==> src/sv/hte_pkg.sv <==
package hte_pkg;

  // Fixed field widths
  localparam int BYTE_W  = 8;
  localparam int CODE_W  = 32;
  localparam int LEN_W   = 6;
  localparam int TOTAL_W = 32;
  localparam int SYM_W   = 8;
  localparam int OP_W    = 2;
  localparam int REM_W   = 6;   // remaining code bits, 0..32
  localparam int PEND_W  = 3;   // bits waiting in the accumulator, 0..7
  localparam int STEP_W  = 4;   // bits taken in one packer step, 0..8

  // Stream widths
  localparam int IN_DATA_W  = 48;  // symbol, code_bits, code_length, pad
  localparam int OUT_DATA_W = 40;  // data_byte, total_bits

  // Defaults for the top level parameters
  localparam int DEF_MAX_CODE_LEN = 32;
  localparam int DEF_SYMBOL_COUNT = 256;

  // Operation codes on in_tuser
  localparam logic [OP_W-1:0] OP_LOAD   = 2'd0;
  localparam logic [OP_W-1:0] OP_ENCODE = 2'd1;
  localparam logic [OP_W-1:0] OP_FLUSH  = 2'd2;

  // Result kinds on out_tuser
  localparam logic KIND_DATA = 1'b0;
  localparam logic KIND_END  = 1'b1;

  // Controller to datapath
  typedef struct packed {
    logic load_wr;     // write code and length tables from the input transfer
    logic enc_rd;      // read both tables at the input symbol
    logic fetch;       // left-align the read code into the shifter
    logic step;        // move one chunk of code bits into the accumulator
    logic flush_byte;  // emit the padded partial byte
    logic flush_end;   // emit the end record and clear the packer
  } cmd_t;

  // Datapath to controller
  typedef struct packed {
    logic sym_ok;      // input symbol lies inside the table
    logic rem_zero;    // no code bits left in the shifter
    logic pend_zero;   // accumulator empty
    logic out_free;    // output register can take a result this cycle
  } sts_t;

endpackage

==> src/sv/hte_ctrl.sv <==
module hte_ctrl (
  input  logic                       clk,
  input  logic                       rst_n,
  input  logic                       in_tvalid,
  input  logic [hte_pkg::OP_W-1:0]   in_op,
  input  hte_pkg::sts_t              sts,
  output logic                       in_tready,
  output hte_pkg::cmd_t              cmd
);

  localparam logic [2:0] S_IDLE       = 3'd0;
  localparam logic [2:0] S_FETCH      = 3'd1;
  localparam logic [2:0] S_SHIFT      = 3'd2;
  localparam logic [2:0] S_FLUSH_DATA = 3'd3;
  localparam logic [2:0] S_FLUSH_END  = 3'd4;

  logic [2:0] state_r;
  logic [2:0] state_nxt;
  logic       accept;

  assign in_tready = (state_r == S_IDLE);
  assign accept    = in_tvalid && in_tready;

  // Next state and commands
  always_comb begin
    state_nxt = state_r;
    cmd       = '0;
    case (state_r)
      S_IDLE: begin
        if (accept) begin
          case (in_op)
            hte_pkg::OP_LOAD: begin
              cmd.load_wr = sts.sym_ok;
            end
            hte_pkg::OP_ENCODE: begin
              if (sts.sym_ok) begin
                cmd.enc_rd = 1'b1;
                state_nxt  = S_FETCH;
              end
            end
            hte_pkg::OP_FLUSH: begin
              state_nxt = S_FLUSH_DATA;
            end
            default: begin
              state_nxt = S_IDLE;
            end
          endcase
        end
      end
      S_FETCH: begin
        cmd.fetch = 1'b1;
        state_nxt = S_SHIFT;
      end
      S_SHIFT: begin
        if (sts.rem_zero) begin
          state_nxt = S_IDLE;
        end else if (sts.out_free) begin
          cmd.step = 1'b1;
        end
      end
      S_FLUSH_DATA: begin
        if (sts.pend_zero) begin
          state_nxt = S_FLUSH_END;
        end else if (sts.out_free) begin
          cmd.flush_byte = 1'b1;
          state_nxt      = S_FLUSH_END;
        end
      end
      S_FLUSH_END: begin
        if (sts.out_free) begin
          cmd.flush_end = 1'b1;
          state_nxt     = S_IDLE;
        end
      end
      default: begin
        state_nxt = S_IDLE;
      end
    endcase
  end

  always_ff @(posedge clk) begin
    if (!rst_n) begin
      state_r <= S_IDLE;
    end else begin
      state_r <= state_nxt;
    end
  end

  // Checks
  a_step_in_shift: assert property (@(posedge clk) disable iff (!rst_n)
    cmd.step |-> (state_r == S_SHIFT) && !sts.rem_zero)
    else $error("packer step outside the shift phase");

  a_fetch_follows_read: assert property (@(posedge clk) disable iff (!rst_n)
    cmd.enc_rd |=> cmd.fetch)
    else $error("table read not followed by fetch");

  a_no_accept_busy: assert property (@(posedge clk) disable iff (!rst_n)
    (cmd.step || cmd.fetch || cmd.flush_byte || cmd.flush_end) |-> !in_tready)
    else $error("input ready while an item is in progress");

endmodule

==> config.mk <==
export PLATFORM = sky130hd
export DESIGN_NAME = hte_ctrl
export DESIGN_NICKNAME = d
export VERILOG_FILES = /design/src/sv/hte_pkg.sv /design/src/sv/hte_ctrl.sv
export SDC_FILE = /design/constraint.sdc
export NUM_CORES = 1
export LEC_CHECK = 0
export ABC_AREA = 0
export BUFFER_PORTS_ARGS = -buffer_cell sky130_fd_sc_hd__buf_2
export CAP_MARGIN = 25
export CORE_AREA = 2 2 39 41
export DETAILED_ROUTE_END_ITERATION = 16
export DIE_AREA = 0 0 41 43
export GPL_TIMING_DRIVEN = 0
export RECOVER_POWER = 100
export REMOVE_ABC_BUFFERS = 1
export SKIP_LAST_GASP = 1
export SYNTH_ARGS = -nofsm -noshare
export SYNTH_HDL_FRONTEND = slang
export SYNTH_SLANG_ARGS = --single-unit
==> constraint.sdc <==
create_clock -name clk -period 2.4 [get_ports clk]
set_clock_uncertainty 0.1 [all_clocks]
set_input_delay 0.24 -clock clk [delete_from_list [all_inputs] [get_ports clk]]
set_output_delay 0.24 -clock clk [all_outputs]
set_load 0.05 [all_outputs]
Word level (Yosys, flattened, before mapping)
Cells that the tools add are included.
- equal/unequal tests: 12
- muxes and demuxes: 20
- reduce and logical (&&, ||, !) cells: 4
- operators with widths (cell ; number):
    3-bit two-way mux ; 6
    3-bit one-hot mux with 5 select lines ; 1
    1-bit two-way mux ; 10
    3-bit one-hot mux with 3 select lines ; 1
    3-bit by 2-bit equality test with 1-bit output, second input constant ; 2
    2-bit != test, second input constant ; 3
    3-bit != test, second input constant ; 2
    6-bit AND reduction ; 1
    2-bit two-way mux ; 2
    3-bit by 1-bit equality test with 1-bit output, second input constant ; 1
    3-bit equality test, second input constant ; 1
    3-bit logical NOT ; 1
    2-bit by 1-bit equality test with 1-bit output, second input constant ; 1
    2-bit equality test, second input constant ; 1
    2-bit logical NOT ; 1
    2-bit by 1-bit != test with 1-bit output, second input constant ; 1
    1-bit logical AND ; 1
- register bits after elaboration: 3
- bits of input ports: 9
- output and inout bits: 7
- word-level logic and storage cells: 37

Longest topological paths before layout
- depth after elaboration: 4
- gate-level depth with buffers: 5
- mapped depth without buffers: 5

Least setup slack after synthesis
Ideal clock, no wire load.
- path kind: register to output
- start: register state_r[1]
- end: output port cmd[4] (netlist name)
- data arrival time: 2.181 ns
- data required time: 2.060 ns
- setup slack: -0.121 ns
- cell stages (with the launch flop): 3
- buffers on the path: 0
- path through: dfxtp_1 nor3_1 and4_1
- RTL lines (element ; line ; RTL):
    start, declared ; hte_ctrl.sv:17 ; logic [2:0] state_r;
    start signal, assigned ; hte_ctrl.sv:85 ; state_r <= state_nxt;
    end, declared ; hte_ctrl.sv:8 ; output hte_pkg::cmd_t cmd

==> impl_results.rst <==
.. list-table::
   :header-rows: 1

   * - Metric
     - Value
   * - Max_cap viols
     - 0
   * - Sequential fraction of the synthesis area
     - 22.0%
   * - Run status
     - completed
   * - Flip-flop and latch count after synthesis
     - 3
   * - Clock group share of total power
     - 47.6%
   * - Switching component of the power
     - 55.9 uW
   * - CTS H-tree depth
     - 1
   * - Synth Area per Inst
     - 8.80 um^2
   * - CTS tree
     - yes
   * - Syn Inst Count
     - 31
   * - Slew @ Worst Pin
     - 0.590 ns
   * - Internal cell power
     - 130 uW
   * - Setup slack on the worst flop-to-flop path
     - 1.13 ns
   * - Inserted Diodes
     - 0
   * - WP data required
     - 2.06 ns
   * - Routed len/inst
     - 9.00 um
   * - Port-buffer cells
     - 15
   * - Area Overhead vs Synth
     - 41.7%
   * - Startpoint types
     - register
   * - Cell leakage power
     - 0.000169 uW
   * - Sink Count
     - 3
   * - Cell area after synthesis
     - 273 um^2
   * - Filler cell count in the final layout
     - 154
   * - Wire length of the first global-routing pass
     - 1000 um
   * - Share of the core filled with cells
     - 27.9%
   * - Fraction of layout cells with a size suffix above 1
     - 28.0%
   * - Pre-Repair DR Iteration Count
     - 4
   * - Area of the die
     - 1760 um^2
   * - Maximum vdd drop
     - 0.000152 V
   * - Final routed DRC violation total
     - 0
   * - Pin count of the biggest net entering global routing
     - 9
   * - Number of buffers on the longest clock path
     - 2
   * - Number of antenna violations at the first check in global routing
     - 0
   * - Post-CTS sizing
     - 0
   * - Chip height
     - 43 um
   * - Violation count after the first detailed-route iteration
     - 10
   * - Post-CTS Setup Bufs
     - 0
   * - Register with the most flip-flops
     - state_r
   * - Leftover overflow at the end of global routing
     - 0
   * - Number of global-route vias before repair
     - 268
   * - Combined global-route utilization of all metal layers
     - 8.92%
   * - Vias post-DR
     - 297
   * - Warnings from Yosys
     - 0
   * - Clock edge transition at the registers on the reported setup and hold paths
     - 0.04 ns
   * - CTS hold repair buffers
     - 0
   * - Proportion of power drawn by flip-flops and latches
     - 29.7%
   * - Pwr dens
     - 481 nW/um^2
   * - X dimension of the die
     - 41 um
   * - Critical path class
     - register to output port
   * - Setup total negative slack
     - 0 ns
   * - Worst-Skew Late Latency
     - 0.23 ns
   * - Unique masters post-synth
     - 17
   * - Effective utilization at floorplan
     - 19.7%
   * - CP Max Fanout
     - 7
   * - RSZ-0062 raised after global routing
     - no
   * - Number of placement rows
     - 14
   * - Combinational cell fraction of total power
     - 22.8%
   * - I/O pin total
     - 16
   * - Data arrival at the endpoint of the critical path
     - 1.61 ns
   * - Part of the cycle the worst path needs
     - 81.2%
   * - Number of buffers inserted during clock tree synthesis
     - 3
   * - Final slew viol count
     - 0
   * - Relative slew slack
     - 60.8%
   * - Nets@finish
     - 63
   * - Switch share
     - 30.0%
   * - Top achievable clock speed
     - 513 MHz
   * - Average vias per placed instance
     - 4.50
   * - Post-Route WL
     - 594 um
   * - Remaining number of nets flagged by the antenna check after routing
     - 0
   * - Gp weighted congestion
     - 0.686
   * - Worst setup EP type
     - output port
   * - Std-Cell Core Area
     - 1380 um^2
   * - Largest register FFs
     - 3
   * - Endpoints failing setup
     - 0
   * - Final hold violations
     - 0
   * - Total power draw
     - 186 uW
   * - CTS Root Buffer Type
     - clkbuf_4
   * - Period minus WS final
     - 1.95 ns
   * - Largest registers
     - state_r (3)
   * - Path category of the worst min-delay check
     - input pin to register
==> cell usage after synthesis (all sizes together) <==
cell type / number / share of area (%)
and4b: 2 / 7.3
nor2b: 2 / 4.6
nand2b: 1 / 2.3
and4: 2 / 6.4
dfxtp: 3 / 22
and4bb: 1 / 4.6
or3b: 1 / 3.2
o31a: 1 / 3.7
nor4b: 1 / 3.2
ha: 3 / 14
o21a: 2 / 5.5
inv: 2 / 2.8
nor3b: 3 / 8.3
nand3b: 1 / 2.8
a21oi: 1 / 1.8
nor3: 2 / 3.7
nor2: 3 / 4.1
==> critical path, stage by stage (launching register included) <==
cell and delay, ns:
dfxtp_1 0.35, nor3_1 0.33, and4_1 0.23, clkbuf_1 0.46
==> final cells by class <==
type / instances / area [um^2] / area share [%]
Multi-Input combinational cell: 26 / 205 / 53.1
Timing Repair Buffer: 15 / 67.6 / 17.5
Sequential cell: 3 / 60.1 / 15.5
Clock buffer: 4 / 26.3 / 6.80
Tap cell: 16 / 20.0 / 5.18
Inverter: 2 / 7.51 / 1.94
==> layout by cell type (no fill, tap or decap), types with 2 or more instances in the layout <==
master	synthesis	final
dfxtp_1	3	3
clkbuf_4	0	3
clkbuf_1	0	7
nor2_1	3	3
buf_2	0	9
and4_1	2	2
nor2b_1	2	2
ha_1	3	3
and4b_1	2	2
o21a_1	2	2
nor3b_1	3	3
nor3_1	2	2
inv_1	2	2
==> metal layers <==
metal	wire length, um	global-route usage [%]	vias to the layer above	share of wire, %
met4	14	10.0	0	2.4
li1	-	-	154	-
met5	0	0	-	0
met1	264	10.5	130	44
met3	46	3.14	2	7.7
met2	269	10.9	11	45
==> logic make-up (layout without fill, tap and decap cells) <==
logic type / Yosys count / count (layout) / share of synthesized area (%)
AOI/OAI and AO/OA: 4 / 4 / 11.0
adders and majority gates: 3 / 3 / 13.8
buffers and inverters: 2 / 21 / 2.75
DFF: 3 / 3 / 22.0
and+or+nand+nor: 19 / 19 / 50.5
==> stage by stage <==
step / instances / hold WS, ns / cell area [um^2] / setup slack, ns
global route: 66 / 0.151 / 387 / 0.257
CTS: 66 / 0.136 / 394 / 0.516
floorplan: 31 / 0.257 / 273 / -0.121
finish: 66 / 0.146 / 387 / 0.450
detailed placement: 62 / 0.385 / 368 / 0.787
global placement: 62 / 0.386 / 368 / 0.761
==> worst paths after layout <==
kind | startpoint | endpoint | depth (start not counted)
setup / recovery | state_r[0] | cmd[5] | 3
hold / removal | rst_n | state_r[2] | 2
setup reg to reg | state_r[1] | state_r[1] | 3
hold reg to reg | state_r[2] | state_r[1] | 2
==> power by group through the flow <==
stage,combinational [uW],clock (uW),sequential [uW]
after floorplan,28.8,0,55.2
after global placement,43.2,0,56.0
after detailed placement,43.7,0,56.0
after CTS,44.0,94.8,55.3
after global routing,47.3,97.8,55.9
final,42.4,88.5,55.3
Note: power is estimated with default switching activity, not from simulation.
